**src/rtl/fbbl_pkg.sv**
```systemverilog
// Shared constants and helper function of the FFT band bar level block.
// No dependencies; imported by fft_band_bar_levels_top.
package fbbl_pkg;

    localparam int NUM_BANDS        = 20;
    localparam int FIRST_BAND_WIDTH = 3;

    localparam int BIN_W      = 16;
    localparam int BAND_W     = 5;
    localparam int LEVEL_W    = 5;
    localparam int GLYPH_W    = 5;
    localparam int SUM_W      = 21;
    localparam int DIV_W      = 12;
    localparam int TOTAL_W    = 7;
    localparam int PROD_W     = TOTAL_W + GLYPH_W;
    localparam int DIV_STEPS  = SUM_W;
    localparam int CNT_W      = $clog2(DIV_STEPS);
    localparam int WIDTH_W    = BAND_W + 1;

    localparam int DIV_BASE   = 2048;
    localparam int DIV_STEP   = 90;
    localparam int TOTAL_MAX  = 110;
    localparam int SCALE_DIV  = 125;
    localparam int GLYPH_RESET = 6;
    localparam int DECIM_MASK_W = 2;

    localparam int IN_DATA_W  = 16;
    localparam int IN_USER_W  = 2;
    localparam int OUT_DATA_W = 16;
    localparam int CFG_IDX_W  = 1;
    localparam int CFG_DATA_W = 5;

    localparam logic [CFG_IDX_W-1:0] REG_FRAME_DECIMATE = 1'b0;
    localparam logic [CFG_IDX_W-1:0] REG_GLYPH_COUNT    = 1'b1;

    function automatic logic [DIV_W-1:0] band_divisor(input logic [BAND_W-1:0] band);
        int d;
        d = DIV_BASE - DIV_STEP * int'(band);
        if (d > 0)
            return DIV_W'(d);
        else
            return DIV_W'(1);
    endfunction

endpackage

```
**src/rtl/fft_band_bar_levels_top.sv**
```systemverilog
// FFT band bar level block: band accumulation, shared bit-serial divider, frame emission.
// Depends on fbbl_pkg.
//
// Bins arrive one per item and are accepted one per cycle until a bin closes a band; that
// bin is followed by s_axis_tready low while the single bit-serial restoring divider runs
// twice (21 steps for the band sum, 21 for the level scaling) and the level is stored. A
// frame holds 250 bins. When a frame emits, input is also held while the 20 band items
// leave through the output register, one per cycle when m_axis_tready stays high.
module fft_band_bar_levels_top
    import fbbl_pkg::*;
(
    input  logic                  clk,
    input  logic                  rst_n,
    input  logic                  s_axis_tvalid,
    output logic                  s_axis_tready,
    input  logic [IN_DATA_W-1:0]  s_axis_tdata,   // [15:0] bin_value
    input  logic [IN_USER_W-1:0]  s_axis_tuser,   // [0] first_bin, [1] refresh
    output logic                  m_axis_tvalid,
    input  logic                  m_axis_tready,
    output logic [OUT_DATA_W-1:0] m_axis_tdata,   // [4:0] band_number, [9:5] bar_level
    output logic                  m_axis_tlast,
    input  logic                  cfg_we,
    input  logic [CFG_IDX_W-1:0]  cfg_index,
    input  logic [CFG_DATA_W-1:0] cfg_data
);

    typedef enum logic [2:0] {
        ST_IDLE,
        ST_DIV_BAND,
        ST_SCALE,
        ST_DIV_LEVEL,
        ST_STORE,
        ST_EMIT
    } state_t;

    state_t                  state_reg, state_next;
    logic                    decimate_reg, decimate_next;
    logic [GLYPH_W-1:0]      glyph_reg, glyph_next;
    logic [DECIM_MASK_W-1:0] round_reg, round_next;
    logic                    pend_reg, pend_next;
    logic                    active_reg, active_next;
    logic [BAND_W-1:0]       band_pos_reg, band_pos_next;
    logic [BAND_W-1:0]       bib_reg, bib_next;
    logic [SUM_W-1:0]        sum_reg, sum_next;
    logic                    differ_reg, differ_next;
    logic                    prev_valid_reg, prev_valid_next;
    logic [DIV_W-1:0]        rem_reg, rem_next;
    logic [SUM_W-1:0]        quo_reg, quo_next;
    logic [DIV_W-1:0]        div_reg, div_next;
    logic [CNT_W-1:0]        cnt_reg, cnt_next;
    logic [BAND_W-1:0]       emit_idx_reg, emit_idx_next;
    logic                    out_valid_reg, out_valid_next;
    logic [BAND_W-1:0]       out_band_reg, out_band_next;
    logic [LEVEL_W-1:0]      out_level_reg, out_level_next;
    logic                    out_last_reg, out_last_next;

    logic [LEVEL_W-1:0]      cur_arr [NUM_BANDS];
    logic [LEVEL_W-1:0]      prev_arr [NUM_BANDS];
    logic                    cur_we;
    logic                    prev_we;

    logic [DIV_W-1:0]        trial;
    logic                    trial_ge;
    logic [DIV_W-1:0]        rem_step;
    logic [SUM_W-1:0]        quo_step;

    logic                    pend_eff;
    logic                    act_tmp;
    logic [BAND_W-1:0]       bpos_tmp;
    logic [BAND_W-1:0]       bib_tmp;
    logic [SUM_W-1:0]        sum_tmp;
    logic [DECIM_MASK_W-1:0] rc_tmp;
    logic [TOTAL_W-1:0]      total;
    logic [PROD_W-1:0]       prod;
    logic [LEVEL_W-1:0]      level;
    logic                    differ_upd;

    assign s_axis_tready = (state_reg == ST_IDLE);
    assign m_axis_tvalid = out_valid_reg;
    assign m_axis_tlast  = out_last_reg;
    assign m_axis_tdata  = {(OUT_DATA_W - BAND_W - LEVEL_W)'(0), out_level_reg, out_band_reg};

    // One step of the restoring divider: shift in the next dividend bit, subtract if it fits.
    assign trial    = {rem_reg[DIV_W-2:0], quo_reg[SUM_W-1]};
    assign trial_ge = (trial >= div_reg);
    assign rem_step = trial_ge ? (trial - div_reg) : trial;
    assign quo_step = {quo_reg[SUM_W-2:0], trial_ge};

    always_comb
    begin
        state_next      = state_reg;
        decimate_next   = decimate_reg;
        glyph_next      = glyph_reg;
        round_next      = round_reg;
        pend_next       = pend_reg;
        active_next     = active_reg;
        band_pos_next   = band_pos_reg;
        bib_next        = bib_reg;
        sum_next        = sum_reg;
        differ_next     = differ_reg;
        prev_valid_next = prev_valid_reg;
        rem_next        = rem_reg;
        quo_next        = quo_reg;
        div_next        = div_reg;
        cnt_next        = cnt_reg;
        emit_idx_next   = emit_idx_reg;
        out_valid_next  = out_valid_reg && !m_axis_tready;
        out_band_next   = out_band_reg;
        out_level_next  = out_level_reg;
        out_last_next   = out_last_reg;
        cur_we          = 1'b0;
        prev_we         = 1'b0;
        pend_eff        = pend_reg;
        act_tmp         = active_reg;
        bpos_tmp        = band_pos_reg;
        bib_tmp         = bib_reg;
        sum_tmp         = sum_reg;
        rc_tmp          = round_reg;
        total           = quo_reg[TOTAL_W-1:0];
        prod            = '0;
        level           = quo_reg[LEVEL_W-1:0];
        differ_upd      = differ_reg;

        if (cfg_we)
        begin
            unique case (cfg_index)
                REG_FRAME_DECIMATE: decimate_next = cfg_data[0];
                REG_GLYPH_COUNT:    glyph_next    = cfg_data[GLYPH_W-1:0];
                default:            ;
            endcase
        end

        unique case (state_reg)
            ST_IDLE:
            begin
                if (s_axis_tvalid)
                begin
                    pend_eff  = pend_reg | s_axis_tuser[1];
                    pend_next = pend_eff;
                    if (s_axis_tuser[0])
                    begin
                        rc_tmp      = decimate_reg ? (round_reg + 1'b1) : '0;
                        round_next  = rc_tmp;
                        act_tmp     = (rc_tmp == '0) || pend_eff;
                        bpos_tmp    = '0;
                        bib_tmp     = '0;
                        sum_tmp     = '0;
                        differ_next = 1'b0;
                    end
                    active_next   = act_tmp;
                    band_pos_next = bpos_tmp;
                    bib_next      = bib_tmp;
                    sum_next      = sum_tmp;
                    if (act_tmp && (bpos_tmp < BAND_W'(NUM_BANDS)))
                    begin
                        sum_tmp  = sum_tmp + SUM_W'(s_axis_tdata[BIN_W-1:0]);
                        bib_tmp  = bib_tmp + 1'b1;
                        sum_next = sum_tmp;
                        bib_next = bib_tmp;
                        if ({1'b0, bib_tmp} >= (WIDTH_W'(FIRST_BAND_WIDTH) + {1'b0, bpos_tmp}))
                        begin
                            sum_next   = '0;
                            bib_next   = '0;
                            rem_next   = '0;
                            quo_next   = sum_tmp;
                            div_next   = band_divisor(bpos_tmp);
                            cnt_next   = '0;
                            state_next = ST_DIV_BAND;
                        end
                    end
                end
            end
            ST_DIV_BAND:
            begin
                rem_next = rem_step;
                quo_next = quo_step;
                cnt_next = cnt_reg + 1'b1;
                if (cnt_reg == CNT_W'(DIV_STEPS - 1))
                    state_next = ST_SCALE;
            end
            ST_SCALE:
            begin
                if (quo_reg > SUM_W'(TOTAL_MAX))
                    total = TOTAL_W'(TOTAL_MAX);
                prod       = PROD_W'(total) * PROD_W'(glyph_reg);
                quo_next   = SUM_W'(prod);
                rem_next   = '0;
                div_next   = DIV_W'(SCALE_DIV);
                cnt_next   = '0;
                state_next = ST_DIV_LEVEL;
            end
            ST_DIV_LEVEL:
            begin
                rem_next = rem_step;
                quo_next = quo_step;
                cnt_next = cnt_reg + 1'b1;
                if (cnt_reg == CNT_W'(DIV_STEPS - 1))
                    state_next = ST_STORE;
            end
            ST_STORE:
            begin
                cur_we        = 1'b1;
                differ_upd    = differ_reg || (level != prev_arr[band_pos_reg]);
                differ_next   = differ_upd;
                band_pos_next = band_pos_reg + 1'b1;
                state_next    = ST_IDLE;
                if (band_pos_reg == BAND_W'(NUM_BANDS - 1))
                begin
                    active_next = 1'b0;
                    if (differ_upd || !prev_valid_reg || pend_reg)
                    begin
                        pend_next       = 1'b0;
                        prev_valid_next = 1'b1;
                        emit_idx_next   = '0;
                        state_next      = ST_EMIT;
                    end
                end
            end
            ST_EMIT:
            begin
                if (!out_valid_reg || m_axis_tready)
                begin
                    out_valid_next = 1'b1;
                    out_band_next  = emit_idx_reg;
                    out_level_next = cur_arr[emit_idx_reg];
                    out_last_next  = (emit_idx_reg == BAND_W'(NUM_BANDS - 1));
                    prev_we        = 1'b1;
                    if (emit_idx_reg == BAND_W'(NUM_BANDS - 1))
                        state_next = ST_IDLE;
                    else
                        emit_idx_next = emit_idx_reg + 1'b1;
                end
            end
            default:
                state_next = ST_IDLE;
        endcase
    end

    always_ff @(posedge clk or negedge rst_n)
    begin
        if (!rst_n)
        begin
            state_reg      <= ST_IDLE;
            decimate_reg   <= 1'b0;
            glyph_reg      <= GLYPH_W'(GLYPH_RESET);
            round_reg      <= '0;
            pend_reg       <= 1'b0;
            active_reg     <= 1'b0;
            band_pos_reg   <= '0;
            bib_reg        <= '0;
            sum_reg        <= '0;
            differ_reg     <= 1'b0;
            prev_valid_reg <= 1'b0;
            rem_reg        <= '0;
            quo_reg        <= '0;
            div_reg        <= '0;
            cnt_reg        <= '0;
            emit_idx_reg   <= '0;
            out_valid_reg  <= 1'b0;
            out_band_reg   <= '0;
            out_level_reg  <= '0;
            out_last_reg   <= 1'b0;
        end
        else
        begin
            state_reg      <= state_next;
            decimate_reg   <= decimate_next;
            glyph_reg      <= glyph_next;
            round_reg      <= round_next;
            pend_reg       <= pend_next;
            active_reg     <= active_next;
            band_pos_reg   <= band_pos_next;
            bib_reg        <= bib_next;
            sum_reg        <= sum_next;
            differ_reg     <= differ_next;
            prev_valid_reg <= prev_valid_next;
            rem_reg        <= rem_next;
            quo_reg        <= quo_next;
            div_reg        <= div_next;
            cnt_reg        <= cnt_next;
            emit_idx_reg   <= emit_idx_next;
            out_valid_reg  <= out_valid_next;
            out_band_reg   <= out_band_next;
            out_level_reg  <= out_level_next;
            out_last_reg   <= out_last_next;
        end
    end

    always_ff @(posedge clk)
    begin
        if (cur_we)
            cur_arr[band_pos_reg] <= level;
        if (prev_we)
            prev_arr[emit_idx_reg] <= cur_arr[emit_idx_reg];
    end

    // A new result only appears while the frame is being emitted.
    assert property (@(posedge clk) disable iff (!rst_n)
        $rose(out_valid_reg) |-> $past(state_reg == ST_EMIT))
        else $error("result appeared outside frame emission");

    // The final item of a frame always carries the highest band number.
    assert property (@(posedge clk) disable iff (!rst_n)
        (out_valid_reg && out_last_reg) |-> (out_band_reg == BAND_W'(NUM_BANDS - 1)))
        else $error("last band flag on wrong band");

    // A pending refresh is only consumed by a frame that goes on to emit.
    assert property (@(posedge clk) disable iff (!rst_n)
        $fell(pend_reg) |-> (state_reg == ST_EMIT))
        else $error("pending refresh dropped without emission");

    // The band position never runs past the band count.
    assert property (@(posedge clk) disable iff (!rst_n)
        band_pos_reg <= BAND_W'(NUM_BANDS))
        else $error("band position out of range");

    // The divider only runs on a band that exists.
    assert property (@(posedge clk) disable iff (!rst_n)
        (state_reg == ST_DIV_BAND) |-> (band_pos_reg < BAND_W'(NUM_BANDS)) && active_reg)
        else $error("divider started outside an active band");

endmodule
```
**config.mk**
```make
export PLATFORM = sky130hd
export DESIGN_NAME = fft_band_bar_levels_top
export DESIGN_NICKNAME = d
export VERILOG_FILES = /design/src/rtl/fbbl_pkg.sv /design/src/rtl/fft_band_bar_levels_top.sv
export SDC_FILE = /design/constraint.sdc
export NUM_CORES = 1
export LEC_CHECK = 0
export ABC_AREA = 1
export BUFFER_PORTS_ARGS = -buffer_cell sky130_fd_sc_hd__buf_2
export CORE_MARGIN = 2
export CORE_UTILIZATION = 50
export CTS_CLUSTER_DIAMETER = 30
export DETAILED_ROUTE_END_ITERATION = 16
export PLACE_DENSITY = 0.67
export SYNTH_ARGS = -nofsm -noshare
export SYNTH_HDL_FRONTEND = slang
export SYNTH_SLANG_ARGS = --single-unit
```
**constraint.sdc**
```tcl
create_clock -name clk -period 4.95 [get_ports clk]
set_input_delay 0.495 -clock clk [delete_from_list [all_inputs] [get_ports clk]]
set_output_delay 0.495 -clock clk [all_outputs]
set_load 0.02 [all_outputs]
```
==> Yosys cells after proc, flatten, opt, wreduce, memory -nomap -nowiden <==
Memories as Yosys holds them, arrays and structs flattened.
Cells that the tools add are included.
{ "totals": {"memories": 2, "out_inout_bits": 19, "in_bits": 29, "ff_bits": 112, "ram_bits": 200} }
{ "classes": {"n_mux": 73, "eq_ne": 20, "addsub": 9, "reduce_logical": 31, "bitwise": 2, "mul": 2, "order_cmp": 5} }
{ "memory_table": {"columns": ["memory", "words", "width", "rd", "rd_ports_with_merged_regs", "write_ports", "line_no", "rtl"], "rows": [
  ["cur_arr", 20, 5, 1, 0, 1, "fft_band_bar_levels_top.sv:57", "logic [LEVEL_W-1:0] cur_arr [NUM_BANDS];"],
  ["prev_arr", 20, 5, 1, 0, 1, "fft_band_bar_levels_top.sv:58", "logic [LEVEL_W-1:0] prev_arr [NUM_BANDS];"]
]} }
{ "ops": {"columns": ["op", "n"], "rows": [
  ["21-bit 2-to-1 mux", 8],
  ["5-bit 2-to-1 mux", 16],
  ["21-bit one-hot mux with 3 select lines", 1],
  ["12-bit 2-to-1 mux", 4],
  ["11-bit 2-to-1 mux", 4],
  ["11-bit one-hot mux with 3 select lines", 1],
  ["3-bit 2-to-1 mux", 9],
  ["12-bit one-hot mux with 2 select lines", 1],
  ["21-bit by 16-bit adder with 21-bit output", 1],
  ["21-bit by 7-bit > comparator with 1-bit output (second input constant)", 1],
  ["5-bit by 1-bit adder with 5-bit output (second input constant)", 4],
  ["5-bit one-hot mux with 2 select lines", 2],
  ["1-bit 2-to-1 mux", 19],
  ["3-bit one-hot mux with 6 select lines", 1],
  ["2-bit inequality test (second input constant)", 8],
  ["5-bit equality test (second input constant)", 3],
  ["5-bit one-hot mux with 3 select lines", 1],
  ["7-bit 2-to-1 mux", 2],
  ["13-bit by 1-bit > comparator with 1-bit output (second input constant)", 1],
  ["12-bit by 12-bit subtractor with 13-bit output (first input constant)", 1],
  ["12-bit >= comparator", 1],
  ["7-bit by 5-bit multiplier with 12-bit output", 1],
  ["3-bit AND reduction", 4],
  ["4-bit AND reduction", 3],
  ["other kinds (26)", 45]
]} }

==> Longest topological paths before layout <==
Gate-level depths: netlist of run 1.
{ "logic_depth": {"depth_word": 11, "depth_mapped": 26, "mapped_depth_nobuf": 26} }

==> Least setup slack after synthesis of run 1 <==
Ideal clock, no wire load.
{ "synth_path": {"path_type": "flip-flop to flip-flop", "start": "register quo_reg[3]", "end": "register quo_reg[11]", "arrival_ns": 4.310, "path_buffers": 0, "synth_period_minus_slack_ns": 4.426, "path_stages_with_launch": 25, "slack_ns": 0.524, "cell_sequence": "dfrtp_1 > inv_1 > nor4_1 > o211ai_1 > nand2_1 > inv_1 > nand2_1 > nand2_1 > fa_1 > fa_1 > fa_1 > inv_1 > ha_1 > nand3_1 > nand3_1 > nand4_1 > nand3_1 > nand2_1 > nand2_1 > a21oi_1 > or2_2 > nand3_1 > nand3_1 > nand2_1 > nand2_1"} }
{ "synth_via": {"elab_chain_len": 5} }
{ "synth_lines": {"columns": ["item", "line_no", "rtl"], "rows": [
  ["from (decl)", "fft_band_bar_levels_top.sv:48", "logic [SUM_W-1:0] quo_reg, quo_next;"],
  ["from (signal assigned)", "fft_band_bar_levels_top.sv:278", "quo_reg <= quo_next;"],
  ["21-bit by 7-bit > comparator with 1-bit output", "fft_band_bar_levels_top.sv:183", "if (quo_reg > SUM_W'(TOTAL_MAX))"],
  ["7-bit 2-to-1 mux (*)", "fft_band_bar_levels_top.sv:183", null],
  ["7-bit 2-to-1 mux (*)", "fft_band_bar_levels_top.sv:133", "unique case (state_reg)"],
  ["7-bit by 5-bit multiplier with 12-bit output (*)", "fft_band_bar_levels_top.sv:185", "prod = PROD_W'(total) * PROD_W'(glyph_reg);"],
  ["21-bit one-hot mux with 3 select lines (*)", "fft_band_bar_levels_top.sv:133", null]
]} }
Every way passes the cells marked *; elsewhere a longest branch is shown, timed or not. The select of a mux whose other input is x is not followed.
A chain may end at the register's enable or synchronous reset.

==> Worst setup path in the final report of run 1 <==
{ "layout_path": {"start": "register quo_reg[18]", "end": "register quo_reg[11]"} }
{ "layout_via": {"elab_chain_len": 5} }
{ "layout_lines": {"columns": ["item", "line_no"], "rows": [
  ["21-bit by 7-bit > comparator with 1-bit output", "fft_band_bar_levels_top.sv:183"],
  ["7-bit 2-to-1 mux", "fft_band_bar_levels_top.sv:183"],
  ["7-bit 2-to-1 mux", "fft_band_bar_levels_top.sv:133"],
  ["7-bit by 5-bit multiplier with 12-bit output", "fft_band_bar_levels_top.sv:185"],
  ["21-bit one-hot mux with 3 select lines", "fft_band_bar_levels_top.sv:133"]
]} }
Every way passes these cells. The select of a mux whose other input is x is not followed.

==> results of run 1 <==
synth_stat cells (all sizes together) (30+ instances only):
cell type and n:
edfxtp 200, o21ai 143, nand3 108, buf 38, ha 87, nand2 463, clkbuf 34, o22ai 30
inv 265, dfrtp 110, a21oi 92, nor2 222
report_power, final:
group / internal, mW / switching [mW] / leakage (nW)
combinational: 1.88 / 3.81 / 5.03
clock: 3.29 / 1.60 / 1.24
sequential: 3.39 / 0.231 / 3.20
total: 8.56 / 5.64 / 9.46
how the worst min path moves through the flow:
stage	cells past startpoint	slack, ps	to
4_1_cts	2	110	decimate_reg$_DFFE_PN0P_
6_report	2	130	decimate_reg$_DFFE_PN0P_
3_3_place_gp	1	390	out_level_reg[3]$_DFFE_PN0P_
3_5_place_dp	1	400	out_level_reg[1]$_DFFE_PN0P_
5_1_grt	2	120	decimate_reg$_DFFE_PN0P_
2_1_floorplan	0	200	active_reg$_DFFE_PN0P_
cells in the final DEF, fill, tap and decap left out, drive strengths merged, types with 7 or more instances in the layout:
master / n
a22o: 7
xnor2: 20
buf: 65
dfrtp: 110
edfxtp: 200
nand2: 463
xor2: 25
a22oi: 24
nor2: 222
inv: 270
a21oi: 92
clkinvlp: 7
o211ai: 10
ha: 87
clkbuf: 96
clkinv: 29
o21ai: 143
nand3: 108
nand4: 14
fa: 20
nor3: 16
o22ai: 30
logic make-up (layout without fill, tap and decap cells):
group	count (synthesis)	in the layout	synth area share, %
compound gates	336	336	11.1
xor+xnor	45	45	2.29
fa+ha+maj	107	107	8.48
buf+inv	340	474	8.09
flops	312	312	50.2
mux	1	1	0.0641
other cells	1	6	0.0214
simple gates	835	835	19.8
routing by layer:
| layer | global-route usage [%] | wire, um |
|---|---|---|
| met1 | 30.9 | 18200 |
| met2 | 39.7 | 20300 |
| met3 | 3.82 | 2300 |
| met4 | 9.67 | 1280 |
| met5 | 0 | 0 |
repair_timing:
| action | in CTS | in global routing |
|---|---|---|
| endpoints found under the hold margin | 17 | 0 |
| hold buffers | 1 | 0 |
| endpoints found under the setup margin | 0 | 4 |
| resized for setup | 0 | 6 |
cell type report:
| class | instances | area (sq um) | area share (%) |
|---|---|---|---|
| timing repair buffer | 66 | 398 | 1.92 |
| inverter | 268 | 1010 | 4.88 |
| multi-input combinational | 1330 | 7370 | 35.5 |
| clock inverter | 44 | 507 | 2.44 |
| sequential | 312 | 8810 | 42.5 |
| tap | 455 | 569 | 2.75 |
| clock buffer | 96 | 2070 | 9.98 |
stage by stage:
stage | hold slack, ps | instance area [sq um] | cells
3_3_place_gp | 391 | 18100 | 2430
2_1_floorplan | 199 | 17600 | 1982
5_1_grt | 120 | 20700 | 2571
6_report | 127 | 20700 | 2571
3_5_place_dp | 398 | 18100 | 2430
4_1_cts | 110 | 20700 | 2571
==> results_dict.tcl, run 1 <==
set metrics [dict create \
    outcome "finished clean" \
    arrival_ps 5080 \
    cpMaxStageDelayCell "fa_1" \
    drive_gt1_share_pct 11.2 \
    critPathMaxStageDelay_ps 560 \
    totalPowerFinal_mw 14.2 \
    fin_skew_ps 32.1 \
    fp-row-count 68 \
    postLayoutCoreUtil_pct 60.0 \
    finalSetupViolations 0 \
    die_w_um 191 \
    yosysUniqueCellTypes 58 \
    grt_max_degree 59 \
    startpoint "quo_reg[18]$_DFFE_PN0P_" \
    ff2ff_path_depth 26 \
    area_delta_synth_final_pct 18.1 \
    timing.rr.end "quo_reg[11]$_DFFE_PN0P_" \
    critPathBufInv 4 \
    cts_max_level 3 \
    worstSetupEndpoint "quo_reg[11]$_DFFE_PN0P_" \
    clockBufferDepth 3 \
    cts_tree "done" \
    wl_per_cell_um 16.4 \
    maxSlewHeadroom_pct 29.6 \
    max_cap_violations 0 \
    worst_slew_pin_slew_ps 1050 \
    seq_area_frac_synth_pct 50.2 \
    ir_drop_mv 0.431 \
    p_leak_nw 9.46 \
    grt_pass1_vias 13700 \
    grt-ovfl-total 0 \
    required_ps 5410 \
    synth_seq_cells 312 \
    async_reset_ff_share_pct 35.9 \
    clock_sinks 312 \
    coreArea_sq_mm 0.0345 \
    drtIter0Drc 945 \
    avgSynthCellArea_sq_um 8.88 \
    final.fill_count 2908 \
    p_per_area_mw_per_mm2 685 \
    dp_hpwl_um 28300 \
    reg.largest.list "cur_arr x100, prev_arr x100" \
    clockRootBuffer "clkbuf_16" \
    dpl_worst_slack_ps 235 \
    yosysWarningCount 0 \
    synth_edf_count 200 \
    period_needed_ps 4620 \
    hold_path_class "in2reg" \
    synth_top_area_share_pct 34.2 \
    finalWorstSetupSlack_ps 325 \
    ant_nets 0 \
    ios 48 \
    r2r-start "quo_reg[18]$_DFFE_PN0P_" \
    fp.dieArea_sq_mm 0.0366 \
    clk_pin_slew_worst_paths_ps 40 \
    hold_viol_final 0 \
    antenna_found_initial 0 \
    routed_wl_um 42000 \
    insertion_delay_ps 600 \
    worstHoldStart "cfg_we" \
    num_vias 13800 \
    rsz0062_at_grt "false" \
    crit_cells 26 \
    finalCritPeriodShare_pct 93.4 \
    path_class "reg2reg" \
    drcViolationCount 0 \
    cpMostUsedCell "nand2_1" \
    numCtsBuffers 77 \
    grt_usage_pct 23.8 \
    synthCells 1977 \
    post_cts_buffers 0 \
    synth_area_sq_mm 0.0176 \
    grt_pass1_wl_um 68700 \
    yosys_most_used_dff "edfxtp_1" \
    fmax_ghz 0.216 \
    end_kind "flip-flop" \
    yosysTopAreaCell "edfxtp_1" \
    port_buffers 41 \
    nets 2191 \
    chipHeight_um 191 \
    cp_max_fo 7 \
    fin_tns_setup_ps 0 \
    report.final.slew_viol_count 0 \
    diodes 0 \
    viasPerCell 5.37 \
    reg2reg_setup_slack_ps 330 \
    initial_core_util_pct 50.8 \
    gp_congestion 0.885 \
    crit_family "adder cells" \
    drtPass1Iterations 6 \
    synth_area_leaders "edfxtp_1, dfrtp_1, nand2_1, ha_1, inv_1" \
    cp-start-kind "flip-flop" \
]
Power figures use the tool's default switching activity.
==> run 2: changes to the inputs <==
--- a/config.mk
+++ b/config.mk
@@ -10,5 +10,5 @@
 export CORE_MARGIN = 2
 export CORE_UTILIZATION = 50
-export CTS_CLUSTER_DIAMETER = 30
+export CTS_CLUSTER_DIAMETER = 40
 export DETAILED_ROUTE_END_ITERATION = 16
 export PLACE_DENSITY = 0.67
==> constraint.sdc (replaced) <==
create_clock -name clk -period 4.95 [get_ports clk]
set_input_delay 0.99 -clock clk [delete_from_list [all_inputs] [get_ports clk]]
set_output_delay 0.99 -clock clk [all_outputs]
set_load 0.02 [all_outputs]
==> results_dict.tcl, run 2 (synthesis results as in run 1) <==
set metrics [dict create \
    hold_path_class "reg2reg" \
    clockBufferDepth 3 \
    end_kind "flip-flop" \
    finalCritPeriodShare_pct 91.5 \
    p_per_area_mw_per_mm2 637 \
    p_leak_nw 8.97 \
    insertion_delay_ps 560 \
    reg2reg_setup_slack_ps 420 \
    place_inst 2431 \
    grt_max_degree 57 \
    cp-start-kind "flip-flop" \
    dp_hpwl_um 28500 \
    port_buffers 41 \
    drtIter0Drc 946 \
    area_delta_synth_final_pct 12.0 \
    chipHeight_um 191 \
    routed_wl_um 41400 \
    outcome "finished clean" \
    initial_core_util_pct 50.8 \
    clockRootBuffer "clkbuf_16" \
    grt_usage_pct 23.2 \
    drtPass1Iterations 5 \
    report.final.slew_viol_count 0 \
    ff2ff_path_depth 23 \
    whs_ps 463 \
    rsz0062_at_grt "false" \
    cpMostUsedCell "nand2_1" \
    cpMaxStageDelayCell "fa_1" \
    drcViolationCount 0 \
    period_needed_ps 4530 \
    final_common_cell "nand2_1" \
    fp.dieArea_sq_mm 0.0366 \
    drive_gt1_share_pct 9.43 \
    crit_chain "nor4_2, nand2_1, nor2_1, nand2_1, nor2_2, nand2_1, fa_1, fa_1, fa_1, inv_1, ha_1, nand3_1, nand3_1, nand4_1, nand3_1, nand2_1, nand2_1, a21oi_1, or2_2, nand3_1, nand3_1, nand2_1, nand2_1" \
    ant_nets 0 \
    finalWorstSetupSlack_ps 422 \
    cts_max_level 2 \
    nets 2159 \
    final_cell_mix "nand2_1, inv_1, nor2_1, edfxtp_1, o21ai_0" \
    antenna_found_initial 0 \
    num_vias 13500 \
    required_ps 5380 \
    coreArea_sq_mm 0.0345 \
    path_class "reg2reg" \
    clk_pin_slew_worst_paths_ps 60 \
    diodes 0 \
    clock_sinks 312 \
    gp_congestion 0.898 \
    fin_skew_ps 26.6 \
    cts_tree "done" \
    r2r-start "quo_reg[17]$_DFFE_PN0P_" \
    grt_pass1_wl_um 67400 \
    worst_slew_pin_slew_ps 1120 \
    viasPerCell 5.38 \
    finalSetupViolations 0 \
    wl_per_cell_um 16.5 \
    critPathMaxStageDelay_ps 560 \
    ios 48 \
    dpl_worst_slack_ps 279 \
    worstSetupEndpoint "quo_reg[11]$_DFFE_PN0P_" \
    die_w_um 191 \
    fp-row-count 68 \
    final_cell_count_no_fill 2513 \
    max_cap_violations 0 \
    ir_drop_mv 0.349 \
    reg.largest.list "cur_arr x100, prev_arr x100" \
    post_cts_buffers 0 \
    cts_hold_buf 0 \
    maxSlewHeadroom_pct 25.1 \
    grt_pass1_vias 13200 \
    grt-ovfl-total 0 \
    numCtsBuffers 45 \
    startpoint "quo_reg[17]$_DFFE_PN0P_" \
    arrival_ps 4960 \
    timing.rr.end "quo_reg[11]$_DFFE_PN0P_" \
    fmax_ghz 0.221 \
    hold_viol_final 0 \
    fin_tns_setup_ps 0 \
    cp_max_fo 5 \
]
## run 2: worst min path at each step
stage                               start                    endpoint  slack [ps]  cells past startpoint
2_1_floorplan  prev_valid_reg$_DFFE_PN0P_  prev_valid_reg$_DFFE_PN0P_         420                      2
3_5_place_dp   prev_valid_reg$_DFFE_PN0P_  prev_valid_reg$_DFFE_PN0P_         450                      2
4_1_cts        prev_valid_reg$_DFFE_PN0P_  prev_valid_reg$_DFFE_PN0P_         460                      2
6_report       prev_valid_reg$_DFFE_PN0P_  prev_valid_reg$_DFFE_PN0P_         460                      2
5_1_grt        prev_valid_reg$_DFFE_PN0P_  prev_valid_reg$_DFFE_PN0P_         480                      2
3_3_place_gp   prev_valid_reg$_DFFE_PN0P_  prev_valid_reg$_DFFE_PN0P_         440                      2
## run 2: stage by stage
| stage | area (sq um) | total power [mW] | util (%) |
|---|---|---|---|
| floorplan | 17600 | 7.94 | - |
| global placement | 18100 | 9.20 | 52.5 |
| detailed placement | 18100 | 9.33 | 52.5 |
| CTS | 19600 | 12.5 | 56.8 |
| global route | 19700 | 13.5 | 56.9 |
| finish | 19700 | 12.5 | 56.9 |
## run 2: final cells by class
cell class	count	area (sq um)
Tap cell	455	569
Multi-Input combinational cell	1330	7370
Timing Repair Buffer	66	395
Clock buffer	55	1220
Clock inverter	27	280
Inverter	268	1010
Sequential cell	312	8810
Fill cell	3048	14900
## run 2: report_power, final
group          total [mW]  switching, mW  internal [mW]  leakage (nW)
combinational        5.72           3.85           1.87          5.03
sequential           3.61          0.229           3.38          3.20
clock                3.19           1.24           1.95         0.744
total                12.5           5.32           7.20          8.97
## run 2: what timing repair did
item | 4_1_cts | 5_1_grt
resized for setup | 0 | 6
endpoints found under the hold margin | 0 | 0
setup endpoints to repair | 0 | 4
## run 2: metal layers
layer,wire (um),global-route usage [%],vias up
met5,0,0,-
met1,18300,31.3,6425
met2,19600,38.3,391
met3,2280,3.40,69
li1,-,-,6631
met4,1230,8.31,0
## run 2: critical path: cells and delay by family, from the launching register on
kind                     cells  cell delay, ps
AO/OA/AOI/OAI                1              60
adder cells (fa/ha/maj)      4            1950
buffers and inverters        1              40
flip-flops                   1             400
AND/OR/NAND/NOR             17            1990
